==> config.mk <==
export PLATFORM = sky130hd
export DESIGN_NAME = line_arc_path_interpolator_core
export DESIGN_NICKNAME = d
export VERILOG_FILES = /design/src/rtl/lapi_pkg.sv /design/src/rtl/lapi_smul.sv /design/src/rtl/lapi_sdiv.sv /design/src/rtl/lapi_cordic.sv /design/src/rtl/line_arc_path_interpolator_core.sv
export SDC_FILE = /design/constraint.sdc
export NUM_CORES = 2
export LEC_CHECK = 0
export ABC_CLOCK_PERIOD_IN_PS = 10300
export BUFFER_PORTS_ARGS = -buffer_cell sky130_fd_sc_hd__buf_2
export CAP_MARGIN = 20
export CORE_MARGIN = 1.5
export CORE_UTILIZATION = 35
export CTS_CLUSTER_DIAMETER = 120
export DETAILED_ROUTE_END_ITERATION = 10
export PLACE_DENSITY = 0.55
export SLEW_MARGIN = 25
export SYNTH_ARGS = -nofsm -noshare
export SYNTH_HDL_FRONTEND = slang
export SYNTH_SLANG_ARGS = --single-unit
==> constraint.sdc <==
create_clock -name i_clk -period 10.3 [get_ports i_clk]
set_clock_uncertainty 0.1 [all_clocks]
set_input_delay 2.06 -clock i_clk [delete_from_list [all_inputs] [get_ports i_clk]]
set_output_delay 2.06 -clock i_clk [all_outputs]
set_load 0.01 [all_outputs]
==> src/rtl/lapi_pkg.sv <==
package lapi_pkg;

    localparam int CAPACITY     = 8192;
    localparam int MAX_STEPS    = 64;
    localparam int IDX_W        = 13;
    localparam int NEXT_W       = 14;
    localparam int HALF_TURN    = 180;
    localparam int FULL_TURN    = 360;
    localparam int CORDIC_ITERS = 24;

    localparam logic [33:0] PI_Q32   = 34'd13493037705;
    localparam logic [29:0] GAIN_Q30 = 30'd652032875;

    // serial multiplier: a is held, b is consumed one bit per cycle
    localparam int SMUL_AW = 34;
    localparam int SMUL_BW = 26;
    localparam int SMUL_PW = SMUL_AW + SMUL_BW;

    // serial divider: one quotient bit per cycle
    localparam int SDIV_NW = 48;
    localparam int SDIV_DW = 15;

    localparam int CRD_W  = 36;
    localparam int CRD_ZW = 34;

    typedef enum logic [3:0] {
        S_IDLE,
        S_LOAD,
        S_HMUL,
        S_HDIV,
        S_GMX,
        S_GMY,
        S_PNT,
        S_AMUL,
        S_ADIV,
        S_ROT,
        S_LMX,
        S_LDX,
        S_LMY,
        S_LDY,
        S_EMIT
    } t_state;

    // arctangent of 2^-k as a binary angle, 2^32 to the turn
    function automatic logic [29:0] f_atan(input logic [4:0] k);
        logic [29:0] v;
        unique case (k)
            5'd0:    v = 30'd536870912;
            5'd1:    v = 30'd316933406;
            5'd2:    v = 30'd167458907;
            5'd3:    v = 30'd85004756;
            5'd4:    v = 30'd42667331;
            5'd5:    v = 30'd21354465;
            5'd6:    v = 30'd10679838;
            5'd7:    v = 30'd5340245;
            5'd8:    v = 30'd2670163;
            5'd9:    v = 30'd1335087;
            5'd10:   v = 30'd667544;
            5'd11:   v = 30'd333772;
            5'd12:   v = 30'd166886;
            5'd13:   v = 30'd83443;
            5'd14:   v = 30'd41722;
            5'd15:   v = 30'd20861;
            5'd16:   v = 30'd10430;
            5'd17:   v = 30'd5215;
            5'd18:   v = 30'd2608;
            5'd19:   v = 30'd1304;
            5'd20:   v = 30'd652;
            5'd21:   v = 30'd326;
            5'd22:   v = 30'd163;
            5'd23:   v = 30'd81;
            default: v = 30'd0;
        endcase
        return v;
    endfunction

endpackage

==> src/rtl/lapi_smul.sv <==
module lapi_smul (
    input  logic                          i_clk,
    input  logic                          i_rst_n,
    input  logic                          i_start,
    input  logic [lapi_pkg::SMUL_AW-1:0]  i_a,
    input  logic [lapi_pkg::SMUL_BW-1:0]  i_b,
    output logic                          o_done,
    output logic [lapi_pkg::SMUL_PW-1:0]  o_p
);
    import lapi_pkg::*;

    logic                 r_busy;
    logic                 r_done;
    logic [4:0]           r_cnt;
    logic [SMUL_AW-1:0]   r_a;
    logic [SMUL_PW-1:0]   r_p;
    logic [SMUL_AW:0]     w_upper;

    // low half holds the remaining multiplier bits, high half the partial sum
    assign w_upper = {1'b0, r_p[SMUL_PW-1:SMUL_BW]} + (r_p[0] ? {1'b0, r_a} : '0);

    always_ff @(posedge i_clk) begin
        if (!i_rst_n) begin
            r_busy <= 1'b0;
            r_done <= 1'b0;
            r_cnt  <= '0;
        end else begin
            r_done <= 1'b0;
            if (i_start) begin
                r_busy <= 1'b1;
                r_cnt  <= '0;
            end else if (r_busy) begin
                r_cnt <= r_cnt + 5'd1;
                if (r_cnt == 5'(SMUL_BW - 1)) begin
                    r_busy <= 1'b0;
                    r_done <= 1'b1;
                end
            end
        end
    end

    always_ff @(posedge i_clk) begin
        if (i_start) begin
            r_a <= i_a;
            r_p <= {{SMUL_AW{1'b0}}, i_b};
        end else if (r_busy) begin
            r_p <= {w_upper, r_p[SMUL_BW-1:1]};
        end
    end

    assign o_done = r_done;
    assign o_p    = r_p;

endmodule

==> src/rtl/lapi_sdiv.sv <==
module lapi_sdiv (
    input  logic                          i_clk,
    input  logic                          i_rst_n,
    input  logic                          i_start,
    input  logic [lapi_pkg::SDIV_NW-1:0]  i_num,
    input  logic [lapi_pkg::SDIV_DW-1:0]  i_den,
    output logic                          o_done,
    output logic [lapi_pkg::SDIV_NW-1:0]  o_q
);
    import lapi_pkg::*;

    logic                 r_busy;
    logic                 r_done;
    logic [5:0]           r_cnt;
    logic [SDIV_DW-1:0]   r_den;
    logic [SDIV_DW-1:0]   r_rem;
    logic [SDIV_NW-1:0]   r_q;
    logic [SDIV_DW:0]     w_trial;
    logic [SDIV_DW:0]     w_diff;
    logic                 w_ge;

    // restoring step: dividend bits leave at the top, quotient bits enter at the bottom
    assign w_trial = {r_rem, r_q[SDIV_NW-1]};
    assign w_ge    = w_trial >= {1'b0, r_den};
    assign w_diff  = w_trial - {1'b0, r_den};

    always_ff @(posedge i_clk) begin
        if (!i_rst_n) begin
            r_busy <= 1'b0;
            r_done <= 1'b0;
            r_cnt  <= '0;
        end else begin
            r_done <= 1'b0;
            if (i_start) begin
                r_busy <= 1'b1;
                r_cnt  <= '0;
            end else if (r_busy) begin
                r_cnt <= r_cnt + 6'd1;
                if (r_cnt == 6'(SDIV_NW - 1)) begin
                    r_busy <= 1'b0;
                    r_done <= 1'b1;
                end
            end
        end
    end

    always_ff @(posedge i_clk) begin
        if (i_start) begin
            r_den <= i_den;
            r_rem <= '0;
            r_q   <= i_num;
        end else if (r_busy) begin
            r_rem <= w_ge ? w_diff[SDIV_DW-1:0] : w_trial[SDIV_DW-1:0];
            r_q   <= {r_q[SDIV_NW-2:0], w_ge};
        end
    end

    assign o_done = r_done;
    assign o_q    = r_q;

endmodule

==> src/rtl/lapi_cordic.sv <==
module lapi_cordic (
    input  logic                               i_clk,
    input  logic                               i_rst_n,
    input  logic                               i_start,
    input  logic signed [lapi_pkg::CRD_W-1:0]  i_x,
    input  logic signed [lapi_pkg::CRD_W-1:0]  i_y,
    input  logic [31:0]                        i_ang,
    output logic                               o_done,
    output logic signed [lapi_pkg::CRD_W-1:0]  o_x,
    output logic signed [lapi_pkg::CRD_W-1:0]  o_y
);
    import lapi_pkg::*;

    logic                     r_busy;
    logic                     r_done;
    logic [4:0]               r_k;
    logic signed [CRD_W-1:0]  r_x;
    logic signed [CRD_W-1:0]  r_y;
    logic signed [CRD_ZW-1:0] r_z;
    logic signed [CRD_W-1:0]  w_xs;
    logic signed [CRD_W-1:0]  w_ys;
    logic signed [CRD_ZW-1:0] w_at;
    logic [31:0]              w_quad;
    logic                     w_flip;
    logic [31:0]              w_ang;

    // half-turn pre-rotation keeps the residual angle within a quarter turn
    assign w_quad = i_ang + 32'h4000_0000;
    assign w_flip = w_quad[31];
    assign w_ang  = w_flip ? {~i_ang[31], i_ang[30:0]} : i_ang;

    assign w_xs = r_x >>> r_k;
    assign w_ys = r_y >>> r_k;
    assign w_at = CRD_ZW'(f_atan(r_k));

    always_ff @(posedge i_clk) begin
        if (!i_rst_n) begin
            r_busy <= 1'b0;
            r_done <= 1'b0;
            r_k    <= '0;
        end else begin
            r_done <= 1'b0;
            if (i_start) begin
                r_busy <= 1'b1;
                r_k    <= '0;
            end else if (r_busy) begin
                r_k <= r_k + 5'd1;
                if (r_k == 5'(CORDIC_ITERS - 1)) begin
                    r_busy <= 1'b0;
                    r_done <= 1'b1;
                end
            end
        end
    end

    always_ff @(posedge i_clk) begin
        if (i_start) begin
            r_x <= w_flip ? -i_x : i_x;
            r_y <= w_flip ? -i_y : i_y;
            r_z <= {{(CRD_ZW-32){w_ang[31]}}, w_ang};
        end else if (r_busy) begin
            if (!r_z[CRD_ZW-1]) begin
                r_x <= r_x - w_ys;
                r_y <= r_y + w_xs;
                r_z <= r_z - w_at;
            end else begin
                r_x <= r_x + w_ys;
                r_y <= r_y - w_xs;
                r_z <= r_z + w_at;
            end
        end
    end

    assign o_done = r_done;
    assign o_x    = r_x;
    assign o_y    = r_y;

endmodule

==> src/rtl/line_arc_path_interpolator_core.sv <==
// each line point runs two multiplies and two divides, each arc point a multiply, a divide
// and 24 cordic iterations; an arc segment first runs a heading multiply and divide and two
// gain multiplies. the bit-serial multiplier and divider, shared by the line and arc paths,
// set the pace. the next segment is taken once the last point sits in the output register.
// synchronous active-low reset clears heading to zero, the table index to one and all
// handshake state.
module line_arc_path_interpolator_core (
    input  logic          i_clk,
    input  logic          i_rst_n,
    input  logic          i_s_tvalid,
    output logic          o_s_tready,
    // step_count, first_x, first_y, second_x, second_y, sweep_angle, rotate_heading, pad
    input  logic [135:0]  i_s_tdata,
    // operation
    input  logic [0:0]    i_s_tuser,
    output logic          o_m_tvalid,
    input  logic          i_m_tready,
    // point_x, point_y, heading, point_index, overflow, pad
    output logic [95:0]   o_m_tdata,
    output logic          o_m_tlast
);
    import lapi_pkg::*;

    t_state r_state, n_state;

    logic                     r_op;
    logic                     r_rot;
    logic [6:0]               r_n;
    logic [6:0]               r_i;
    logic signed [23:0]       r_ax;
    logic signed [23:0]       r_ay;
    logic signed [24:0]       r_dx;
    logic signed [24:0]       r_dy;
    logic signed [25:0]       r_sw;
    logic [31:0]              r_hstep;
    logic signed [CRD_W-1:0]  r_x0;
    logic signed [CRD_W-1:0]  r_y0;
    logic [23:0]              r_px;
    logic [23:0]              r_py;
    logic [31:0]              r_head;
    logic [NEXT_W-1:0]        r_next;
    logic                     r_m_valid;
    logic [95:0]              r_m_data;
    logic                     r_m_last;

    logic [6:0]               w_st;
    logic [6:0]               w_n;
    logic [24:0]              w_adx;
    logic [24:0]              w_ady;
    logic [25:0]              w_asw;
    logic [SDIV_DW-1:0]       w_n90;
    logic [SDIV_DW-1:0]       w_n180;
    logic [SDIV_DW-1:0]       w_n360;

    logic                     w_mul_start;
    logic [SMUL_AW-1:0]       w_mul_a;
    logic [SMUL_BW-1:0]       w_mul_b;
    logic                     w_mul_done;
    logic [SMUL_PW-1:0]       w_mul_p;
    logic                     w_div_start;
    logic [SDIV_NW-1:0]       w_div_num;
    logic [SDIV_DW-1:0]       w_div_den;
    logic                     w_div_done;
    logic [SDIV_NW-1:0]       w_div_q;
    logic                     w_rot_start;
    logic [31:0]              w_rot_ang;
    logic                     w_rot_done;
    logic signed [CRD_W-1:0]  w_rot_x;
    logic signed [CRD_W-1:0]  w_rot_y;

    logic                     w_emit;
    logic                     w_accept;
    logic [SMUL_PW-1:0]       w_gsum;
    logic [CRD_W-1:0]         w_gmag;
    logic                     w_full;
    logic [IDX_W-1:0]         w_idx;
    logic [31:0]              w_head_new;

    function automatic logic signed [27:0] f_round8(input logic signed [CRD_W-1:0] v);
        logic [CRD_W-1:0] m;
        logic [CRD_W-1:0] s;
        m = v[CRD_W-1] ? CRD_W'(-v) : CRD_W'(v);
        s = (m + CRD_W'(128)) >> 8;
        return v[CRD_W-1] ? -28'(s) : 28'(s);
    endfunction

    function automatic logic [23:0] f_sat24(input logic signed [27:0] v);
        logic [23:0] r;
        if (v > 28'sd8388607) begin
            r = 24'h7F_FFFF;
        end else if (v < -28'sd8388608) begin
            r = 24'h80_0000;
        end else begin
            r = v[23:0];
        end
        return r;
    endfunction

    assign w_st = i_s_tdata[6:0];
    assign w_n  = (w_st == 7'd0) ? 7'd1 :
                  (w_st > 7'(MAX_STEPS)) ? 7'(MAX_STEPS) : w_st;

    assign w_adx = r_dx[24] ? 25'(-r_dx) : 25'(r_dx);
    assign w_ady = r_dy[24] ? 25'(-r_dy) : 25'(r_dy);
    assign w_asw = r_sw[25] ? 26'(-r_sw) : 26'(r_sw);

    assign w_n90  = SDIV_DW'(r_n) * SDIV_DW'(HALF_TURN / 2);
    assign w_n180 = SDIV_DW'(r_n) * SDIV_DW'(HALF_TURN);
    assign w_n360 = SDIV_DW'(r_n) * SDIV_DW'(FULL_TURN);

    assign w_accept = i_s_tvalid && o_s_tready;

    // offset times gain, rounded from Q30 to Q8
    assign w_gsum = w_mul_p + SMUL_PW'(2097152);
    assign w_gmag = CRD_W'(w_gsum[SMUL_PW-1:22]);

    assign w_full     = r_next >= NEXT_W'(CAPACITY);
    assign w_idx      = w_full ? IDX_W'(CAPACITY - 1) : r_next[IDX_W-1:0];
    assign w_head_new = (r_op && r_rot) ? r_head + r_hstep : r_head;

    lapi_smul u_smul (
        .i_clk   (i_clk),
        .i_rst_n (i_rst_n),
        .i_start (w_mul_start),
        .i_a     (w_mul_a),
        .i_b     (w_mul_b),
        .o_done  (w_mul_done),
        .o_p     (w_mul_p)
    );

    lapi_sdiv u_sdiv (
        .i_clk   (i_clk),
        .i_rst_n (i_rst_n),
        .i_start (w_div_start),
        .i_num   (w_div_num),
        .i_den   (w_div_den),
        .o_done  (w_div_done),
        .o_q     (w_div_q)
    );

    lapi_cordic u_cordic (
        .i_clk   (i_clk),
        .i_rst_n (i_rst_n),
        .i_start (w_rot_start),
        .i_x     (r_x0),
        .i_y     (r_y0),
        .i_ang   (w_rot_ang),
        .o_done  (w_rot_done),
        .o_x     (w_rot_x),
        .o_y     (w_rot_y)
    );

    always_ff @(posedge i_clk) begin
        if (!i_rst_n) begin
            r_state <= S_IDLE;
        end else begin
            r_state <= n_state;
        end
    end

    always_comb begin
        n_state     = r_state;
        w_mul_start = 1'b0;
        w_mul_a     = '0;
        w_mul_b     = '0;
        w_div_start = 1'b0;
        w_div_num   = '0;
        w_div_den   = '0;
        w_rot_start = 1'b0;
        w_rot_ang   = '0;
        w_emit      = 1'b0;
        unique case (r_state)
            S_IDLE: begin
                if (i_s_tvalid) n_state = S_LOAD;
            end
            S_LOAD: begin
                if (r_op) begin
                    w_mul_start = 1'b1;
                    w_mul_a     = PI_Q32;
                    w_mul_b     = w_asw;
                    n_state     = S_HMUL;
                end else begin
                    n_state = S_PNT;
                end
            end
            S_HMUL: begin
                if (w_mul_done) begin
                    // add half the divisor above bit 32, then drop the 2^32 factor
                    w_div_start = 1'b1;
                    w_div_num   = SDIV_NW'(w_mul_p[SMUL_PW-1:32]) + SDIV_NW'(w_n90);
                    w_div_den   = w_n180;
                    n_state     = S_HDIV;
                end
            end
            S_HDIV: begin
                if (w_div_done) begin
                    w_mul_start = 1'b1;
                    w_mul_a     = SMUL_AW'(GAIN_Q30);
                    w_mul_b     = SMUL_BW'(w_adx);
                    n_state     = S_GMX;
                end
            end
            S_GMX: begin
                if (w_mul_done) begin
                    w_mul_start = 1'b1;
                    w_mul_a     = SMUL_AW'(GAIN_Q30);
                    w_mul_b     = SMUL_BW'(w_ady);
                    n_state     = S_GMY;
                end
            end
            S_GMY: begin
                if (w_mul_done) n_state = S_PNT;
            end
            S_PNT: begin
                w_mul_start = 1'b1;
                w_mul_b     = SMUL_BW'(r_i);
                if (r_op) begin
                    w_mul_a = SMUL_AW'(w_asw);
                    n_state = S_AMUL;
                end else begin
                    w_mul_a = SMUL_AW'(w_adx);
                    n_state = S_LMX;
                end
            end
            S_AMUL: begin
                if (w_mul_done) begin
                    w_div_start = 1'b1;
                    w_div_num   = {w_mul_p[31:0], 16'h0000} + SDIV_NW'(w_n180);
                    w_div_den   = w_n360;
                    n_state     = S_ADIV;
                end
            end
            S_ADIV: begin
                if (w_div_done) begin
                    w_rot_start = 1'b1;
                    w_rot_ang   = r_sw[25] ? -w_div_q[31:0] : w_div_q[31:0];
                    n_state     = S_ROT;
                end
            end
            S_ROT: begin
                if (w_rot_done) n_state = S_EMIT;
            end
            S_LMX: begin
                if (w_mul_done) begin
                    w_div_start = 1'b1;
                    w_div_num   = SDIV_NW'(w_mul_p[30:0]) + SDIV_NW'(r_n >> 1);
                    w_div_den   = SDIV_DW'(r_n);
                    n_state     = S_LDX;
                end
            end
            S_LDX: begin
                if (w_div_done) begin
                    w_mul_start = 1'b1;
                    w_mul_a     = SMUL_AW'(w_ady);
                    w_mul_b     = SMUL_BW'(r_i);
                    n_state     = S_LMY;
                end
            end
            S_LMY: begin
                if (w_mul_done) begin
                    w_div_start = 1'b1;
                    w_div_num   = SDIV_NW'(w_mul_p[30:0]) + SDIV_NW'(r_n >> 1);
                    w_div_den   = SDIV_DW'(r_n);
                    n_state     = S_LDY;
                end
            end
            S_LDY: begin
                if (w_div_done) n_state = S_EMIT;
            end
            S_EMIT: begin
                if (!r_m_valid || i_m_tready) begin
                    w_emit  = 1'b1;
                    n_state = (r_i == r_n) ? S_IDLE : S_PNT;
                end
            end
            default: n_state = S_IDLE;
        endcase
    end

    // segment fields and working values
    always_ff @(posedge i_clk) begin
        if (w_accept) begin
            r_op  <= i_s_tuser[0];
            r_n   <= w_n;
            r_ax  <= i_s_tdata[30:7];
            r_ay  <= i_s_tdata[54:31];
            r_dx  <= 25'(signed'(i_s_tdata[78:55])) - 25'(signed'(i_s_tdata[30:7]));
            r_dy  <= 25'(signed'(i_s_tdata[102:79])) - 25'(signed'(i_s_tdata[54:31]));
            r_sw  <= i_s_tdata[128:103];
            r_rot <= i_s_tdata[129];
        end
        if (r_state == S_LOAD) r_i <= 7'd1;
        if (w_emit) r_i <= r_i + 7'd1;
        if (r_state == S_HDIV && w_div_done) begin
            r_hstep <= r_sw[25] ? -w_div_q[31:0] : w_div_q[31:0];
        end
        if (r_state == S_GMX && w_mul_done) begin
            r_x0 <= r_dx[24] ? -w_gmag : w_gmag;
        end
        if (r_state == S_GMY && w_mul_done) begin
            r_y0 <= r_dy[24] ? -w_gmag : w_gmag;
        end
        if (r_state == S_ROT && w_rot_done) begin
            r_px <= f_sat24(28'(r_ax) + f_round8(w_rot_x));
            r_py <= f_sat24(28'(r_ay) + f_round8(w_rot_y));
        end
        // line points wrap to 24 bits
        if (r_state == S_LDX && w_div_done) begin
            r_px <= r_ax + (r_dx[24] ? -w_div_q[23:0] : w_div_q[23:0]);
        end
        if (r_state == S_LDY && w_div_done) begin
            r_py <= r_ay + (r_dy[24] ? -w_div_q[23:0] : w_div_q[23:0]);
        end
        if (w_emit) begin
            r_m_data <= {2'b00, w_full, w_idx, w_head_new, r_py, r_px};
            r_m_last <= (r_i == r_n);
        end
    end

    always_ff @(posedge i_clk) begin
        if (!i_rst_n) begin
            r_m_valid <= 1'b0;
            r_head    <= '0;
            r_next    <= NEXT_W'(1);
        end else begin
            if (w_emit) begin
                r_m_valid <= 1'b1;
                r_head    <= w_head_new;
                r_next    <= w_full ? NEXT_W'(CAPACITY) : r_next + NEXT_W'(1);
            end else if (i_m_tready) begin
                r_m_valid <= 1'b0;
            end
        end
    end

    assign o_s_tready = (r_state == S_IDLE);
    assign o_m_tvalid = r_m_valid;
    assign o_m_tdata  = r_m_data;
    assign o_m_tlast  = r_m_last;

    a_next_range: assert property (@(posedge i_clk) disable iff (!i_rst_n)
        (r_next != '0) && (r_next <= NEXT_W'(CAPACITY)))
        else $error("table index out of range");

    a_ovf_idx: assert property (@(posedge i_clk) disable iff (!i_rst_n)
        (o_m_tvalid && o_m_tdata[93]) |-> (o_m_tdata[92:80] == IDX_W'(CAPACITY - 1)))
        else $error("overflow point with wrong index");

    a_accept_load: assert property (@(posedge i_clk) disable iff (!i_rst_n)
        w_accept |=> (r_state == S_LOAD))
        else $error("request accepted without load");

    a_emit_count: assert property (@(posedge i_clk) disable iff (!i_rst_n)
        (r_state == S_EMIT) |-> ((r_i != 7'd0) && (r_i <= r_n) && (r_n <= 7'(MAX_STEPS))))
        else $error("point counter out of range");

endmodule
Word level (Yosys, flattened, before mapping)
Memories as Yosys holds them, arrays and structs flattened. A register that Yosys moved wholly into a read port is not among the register bits.
Cells that the tools add are included.
W data, S select, Z words.
{"block": "word_totals", "romBits": 960, "inputBits": 141, "mem_count": 1, "reg_bits": 738, "output_inout_bits": 99}
{"block": "op_classes", "eq_ne": 31, "order_cmp": 7, "multipliers": 3, "reduce_logical": 30, "n_bitwise": 5, "mux": 105, "addsub": 39, "n_shift": 2}
{"memory": "(no name shown)", "words": 32, "width": 30, "read_ports": 1, "rd_clocked_by_memory_dff": 1, "wr": 0, "line": "lapi_pkg.sv:47", "source": "unique case (k)"}
{"operator": "$mux W36", "count": 12}
{"operator": "$mux W24", "count": 10}
{"operator": "$mux W32", "count": 6}
{"operator": "$neg A36 Y36", "count": 5}
{"operator": "$mux W34", "count": 5}
{"operator": "$pmux W34 S5", "count": 1}
{"operator": "$mux W48", "count": 3}
{"operator": "$pmux W48 S3", "count": 1}
{"operator": "$mux W26", "count": 5}
{"operator": "$pmux W26 S5", "count": 1}
{"operator": "$mux W25", "count": 5}
{"operator": "$add A36 B36 Y36", "count": 2}
{"operator": "$add A36 B8 Y36 const B", "count": 2}
{"operator": "$sshr A36 B5 Y36", "count": 2}
{"operator": "$sub A36 B36 Y36", "count": 2}
{"operator": "$mux W30", "count": 2}
{"operator": "$pmux W4 S15", "count": 1}
{"operator": "$add A58 B22 Y58 const B", "count": 1}
{"operator": "$add A24 B28 Y28", "count": 2}
{"operator": "$gt A28 B24 Y1 const B", "count": 2}
{"operator": "$lt A28 B24 Y1 const B", "count": 2}
{"operator": "$mux W28", "count": 2}
{"operator": "$mux W4", "count": 14}
{"operator": "$neg A28 Y28", "count": 2}
{"operator": "53 further kinds", "count": 132}

Logic depth before layout (Yosys ltp)
{"block": "logic_depth", "ltp_word": 11, "ltp_mapped": 38}

Modules after synthesis
A second synthesis with hierarchy kept.
{"block": "hier_totals", "cells_unflattened": 7503, "hier_area_um2": 67290.8}
{"module": "line_arc_path_interpolator_core", "seq_area_each_um2": 12642.1, "cells_each": 4242, "instances": 1, "area_per_inst_um2": 37379.6}
{"module": "lapi_cordic", "seq_area_each_um2": 3923.8, "cells_each": 2369, "instances": 1, "area_per_inst_um2": 19961.6}
{"module": "lapi_smul", "seq_area_each_um2": 2622.5, "cells_each": 538, "instances": 1, "area_per_inst_um2": 5664.2}
{"module": "lapi_sdiv", "seq_area_each_um2": 2352.3, "cells_each": 354, "instances": 1, "area_per_inst_um2": 4285.4}

Worst setup path after synthesis
Ideal clock, no wire load.
{"block": "synth_timing", "path_type": "register -> register", "startpoint": "register u_cordic.r_y[35] (netlist: u_cordic.o_y[35])", "endpoint": "register r_py[14] (data pin)", "setup_time_ns": 0.281, "n_path_buf": 9, "path_stages_with_launch": 36, "arrival_ns": 8.435, "setup_slack_ns": 1.484, "required_time_ns": 9.919, "path_cell_list": "edfxtp_1 clkbuf_1 clkbuf_1 clkbuf_1 clkbuf_1 clkbuf_1 buf_1 clkbuf_1 o21ai_0 xnor2_1 ha_1 or4b_2 a31oi_1 o21ai_0 and2_1 clkbuf_1 nor3_2 xnor3_1 nor4b_1 or4b_1 nor3_1 xnor2_1 nor2_1 xnor2_1 ha_1 or3_1 o21ai_0 or2_2 o31ai_1 xor2_1 or3_1 a21oi_1 a211oi_1 nor3_2 buf_6 a22oi_2"}
{"block": "synth_via", "elab_chain_cells": 11, "elab_cells_between_ends": 12, "classes_between": "4 x add/sub; 2 x order compare; 6 x mux"}
{"element": "start, declared", "line": "lapi_cordic.sv:18", "source": "logic signed [CRD_W-1:0] r_y;"}
{"element": "start signal, assigned", "line": "lapi_cordic.sv:59", "source": "r_y <= w_flip ? -i_y : i_y;"}
{"element": "start signal, assigned", "line": "lapi_cordic.sv:64", "source": "r_y <= r_y + w_xs;"}
{"element": "start signal, assigned", "line": "lapi_cordic.sv:68", "source": "r_y <= r_y - w_xs;"}
{"element": "$neg A36 Y36", "line": "line_arc_path_interpolator_core.sv:82", "source": "m = v[CRD_W-1] ? CRD_W'(-v) : CRD_W'(v);"}
{"element": "$mux W36", "line": "line_arc_path_interpolator_core.sv:82"}
{"element": "$add A36 B8 Y36", "line": "line_arc_path_interpolator_core.sv:83", "source": "s = (m + CRD_W'(128)) >> 8;"}
{"element": "$neg A28 Y28", "line": "line_arc_path_interpolator_core.sv:84", "source": "return v[CRD_W-1] ? -28'(s) : 28'(s);"}
{"element": "$mux W28 *", "line": "line_arc_path_interpolator_core.sv:84"}
{"element": "$add A24 B28 Y28 *", "line": "line_arc_path_interpolator_core.sv:305", "source": "r_py <= f_sat24(28'(r_ay) + f_round8(w_rot_y));"}
{"element": "$lt A28 B24 Y1", "line": "line_arc_path_interpolator_core.sv:91", "source": "end else if (v < -28'sd8388608) begin"}
{"element": "$mux W24", "line": "line_arc_path_interpolator_core.sv:91"}
{"element": "$mux W24 *", "line": "line_arc_path_interpolator_core.sv:89", "source": "if (v > 28'sd8388607) begin"}
{"element": "$mux W24 *", "line": "line_arc_path_interpolator_core.sv:303", "source": "if (r_state == S_ROT && w_rot_done) begin"}
{"element": "$mux W24 *", "line": "line_arc_path_interpolator_core.sv:311", "source": "if (r_state == S_LDY && w_div_done) begin"}
{"element": "end signal, assigned", "line": "line_arc_path_interpolator_core.sv:305"}
{"element": "end signal, assigned", "line": "line_arc_path_interpolator_core.sv:312", "source": "r_py <= r_ay + (r_dy[24] ? -w_div_q[23:0] : w_div_q[23:0]);"}
{"element": "end, declared", "line": "line_arc_path_interpolator_core.sv:39", "source": "logic [23:0] r_py;"}
Mark *: on every way between the ends. The rest lies on a longest branch, timed or not. The select of a mux whose other input is x is not followed.
A chain may end at the register's enable or synchronous reset.

Final worst setup path
{"block": "layout_timing", "startpoint": "register u_cordic.r_y[6] (netlist: u_cordic.o_y[6])", "endpoint": "register r_py[11] (data pin)"}
{"block": "layout_via", "elab_chain_cells": 11, "elab_cells_between_ends": 12, "classes_between": "4 x add/sub; 2 x order compare; 6 x mux"}
{"element": "$neg A36 Y36", "line": "line_arc_path_interpolator_core.sv:82"}
{"element": "$mux W36 *", "line": "line_arc_path_interpolator_core.sv:82"}
{"element": "$add A36 B8 Y36 *", "line": "line_arc_path_interpolator_core.sv:83"}
{"element": "$neg A28 Y28", "line": "line_arc_path_interpolator_core.sv:84"}
{"element": "$mux W28 *", "line": "line_arc_path_interpolator_core.sv:84"}
{"element": "$add A24 B28 Y28 *", "line": "line_arc_path_interpolator_core.sv:305"}
{"element": "$lt A28 B24 Y1", "line": "line_arc_path_interpolator_core.sv:91"}
{"element": "$mux W24", "line": "line_arc_path_interpolator_core.sv:91"}
{"element": "$mux W24 *", "line": "line_arc_path_interpolator_core.sv:89"}
{"element": "$mux W24 *", "line": "line_arc_path_interpolator_core.sv:303"}
{"element": "$mux W24 *", "line": "line_arc_path_interpolator_core.sv:311"}
Marked as above.

==> results.md <==
- Number of hold buffers added after cts: 0
- Sequential fraction of the synthesis area: 0.331
- First-pass GRT wire length: 328000 µm
- Post-CTS Resized: 0
- Die height: 433 µm
- Drt pass-1 iters: 6
- Ys flop type: edfxtp_1
- Min Tclk post-route: approximately 9 ns
- Top-area cell type share of the netlist area: 0.284
- Clock-pin slew on the worst setup and hold paths: about 0.06 ns
- Die Area: approximately 190000 µm²
- I/O pin count: 240
- Row cnt: between 150 and 200
- Most frequent cell after synthesis: nand2_1
- PwrDens: 177 nW/µm²
- Max-cap violations: 0
- Mapped Area: between 60000 and 70000 µm²
- RSZ-0062 raised after global routing: false
- Rel. slew slack: 0.331
- Vias in the first global route: about 52000
- CP most frequent cell: xnor2_1
- Clk sinks: 762
- CTS tree: done
- Inserted Clock Buffers: 89
- Post-synth top area cell: edfxtp_1
- Asr flop ratio synth: 0
- Yosys cell types: 115
- Hold Crit Class: reg -> reg
- Pwr Total: ~0.013 W
- Total Wirelength: 220000 µm
- Proportion of synthesized area in mux cells: 0.0628
- Post-synthesis register bit count: 762
- Initial core utilization: 0.353
- Post-Synth Adder-Cell Area: 0.0843
- Vias per inst: approximately 5.7
- Final hold vios: 0
- Global Route Usage Sum: 0.229
- Final net count: between 7000 and 8000
- Hold WS: 0.312 ns
- DRT iter0 DRCs: 5292
- Synth Area in Compound Gates: 0.185
- Setup TNS Final: 0 ns
- CP Max Fanout: 21
- Post-route ant nets: 0
- DRC Markers: 0
- Synth area leaders: edfxtp_1, ha_1, xnor2_1
- Hpwl dp: ~170000 µm
- Max clock buf depth: 3
- Largest net degree at the start of global routing: 85
- FILL cells: approximately 18000
- CTS Root Cell: clkbuf_16
- Simple-Gate Fraction of Synth Area: 0.173
- Status: finished, final reports clean
- Postcts setup bufs: 0
- Max Freq: approximately 0.11 GHz
- CP required: ~11 ns
- Register-to-Register Path Depth: 28
- Die Wd: roughly 430 µm
- Routability cong.: approximately 0.95
- PortBufs: around 230
- Area Growth Syn to Fin: 10.4%
- Syn_area_per_cell: between 9 and 10 µm²
- Slowest-stage cell, CP: or4b_2
- Ratio of cells with drive above 1 in the final layout: 0.110
- Crit Path Class: reg -> reg
- Least-Margin Pin Slew: 0.997 ns
- Endpoints failing setup: 0
- Hold depth: 0
- Post-Synthesis Cells: approximately 7100
- Commonest cells in the netlist: nand2_1, edfxtp_1, nor2_1, xnor2_1, a21oi_1
- CP endpoint kind: flop
- LEAKAGE: between 20 and 30 nW
- Vias: approximately 55000
- Post-synthesis xor/xnor area fraction: 0.123
- Number of synthesized flops with an enable pin: 610
- Clk_lat worst skew: between 0.7 and 0.8 ns
- H-tree levels: 3
- Wire length per cell: ~23 µm
- CP peak stage delay: 0.60 ns
- Yosys Warn Count: 0
- Largest family of logic cells by synthesized area: compound AO/OA/AOI/OAI gates
- Part of the cycle the worst path needs: 0.878
- Grt ovf: 0
- Slew Viols, Final: 0
- Core area: roughly 180000 µm²
- Initial antenna violation count: 13
- Worst VDD drop: approximately 210 µV
- Crit path DAT: about 9.4 ns
- Critical Path Start Type: flop
-- metrics by stage --
stage | worst slack [ns] | instances | area [µm²] | utilization
after floorplan | 1.48 | 7128 | 64600 | -
after global placement | 1.31 | 9537 | 68100 | 0.372
after detailed placement | 1.42 | 9537 | 68100 | 0.372
after CTS | 1.37 | 9704 | 71300 | 0.389
after global routing | 0.619 | 9706 | 71300 | 0.389
final | 1.26 | 9712 | 71300 | 0.389
-- registers in the layout, summed over array words and instances, names as in the netlist, 26 cells and up --
| register | flops |
|---|---|
| o_m_tdata | 94 |
| r_head | 32 |
| r_hstep | 32 |
| r_sw | 26 |
| r_x0 | 36 |
| r_y0 | 36 |
| u_cordic.o_x | 36 |
| u_cordic.o_y | 36 |
| u_cordic.r_z | 34 |
| u_cordic.w_at | 30 |
| u_sdiv.o_q | 48 |
| u_smul.o_p | 60 |
| u_smul.r_a | 28 |
-- cell usage in the layout (no fill, tap or decap), types with 106 or more instances in the layout --
master / n
mux4_2: 110
inv_1: 304
o21ai_0: 395
a21oi_1: 463
ha_1: 400
edfxtp_1: 610
dfxtp_1: 148
a21o_1: 119
xor2_1: 359
nand3_1: 149
o31ai_1: 106
xnor2_1: 542
buf_2: 231
nor2_1: 546
nand2_1: 697
nor3_1: 163
-- path summary, 6_finish.rpt --
check	from	to	slack, ns
worst min-delay path	r_px[7]	o_m_tdata[7]	0.31
worst min register to register	r_px[7]	o_m_tdata[7]	0.31
worst max-delay path	u_cordic.o_y[6]	r_py[11]	1.26
worst max register to register	u_cordic.o_y[6]	r_py[11]	1.26
-- per-layer routing --
layer,global-route usage,vias to the layer above,share of wire
met5,0,-,0.00011
met4,0.0826,4,0.038
met3,0.0307,339,0.061
met2,0.372,1761,0.46
met1,0.311,27000,0.44
li1,-,26300,-
-- final cells by class --
class	instances	area [µm²]	share of cell area
inverters	315	1180	0.0166
well taps	2464	3080	0.0432
repair buffers	315	1810	0.0253
multi-input cells	5682	40700	0.571
diodes	7	17.5	0.000246
clock inverters	62	818	0.0115
clock buffers	105	2340	0.0328
flip-flops and latches	762	21400	0.300
-- worst max-delay path: cells and delay by family, from the launching register on --
kind / cells / cell delay (ns)
simple gates: 12 / 4.51
fa+ha+maj: 2 / 0.57
compound gates: 9 / 1.99
buf+inv: 1 / 0.36
flops: 1 / 0.52
xor+xnor: 4 / 0.71
-- kinds of logic after synthesis --
logic type                 count (synthesis)
other                                      1
and+or+nand+nor                         2283
DFF                                      762
muxes                                    260
xor gates and xnor gates                 904
adders and majority gates                422
AOI/OAI and AO/OA                       1811
buffers and inverters                    684
-- power breakdown --
part | switching (W) | internal (W)
Combinational | 0.00294 | 0.00192
Sequential | 0.000537 | 0.00382
Clock | 0.00141 | 0.00202
Power figures use the tool's default switching activity.
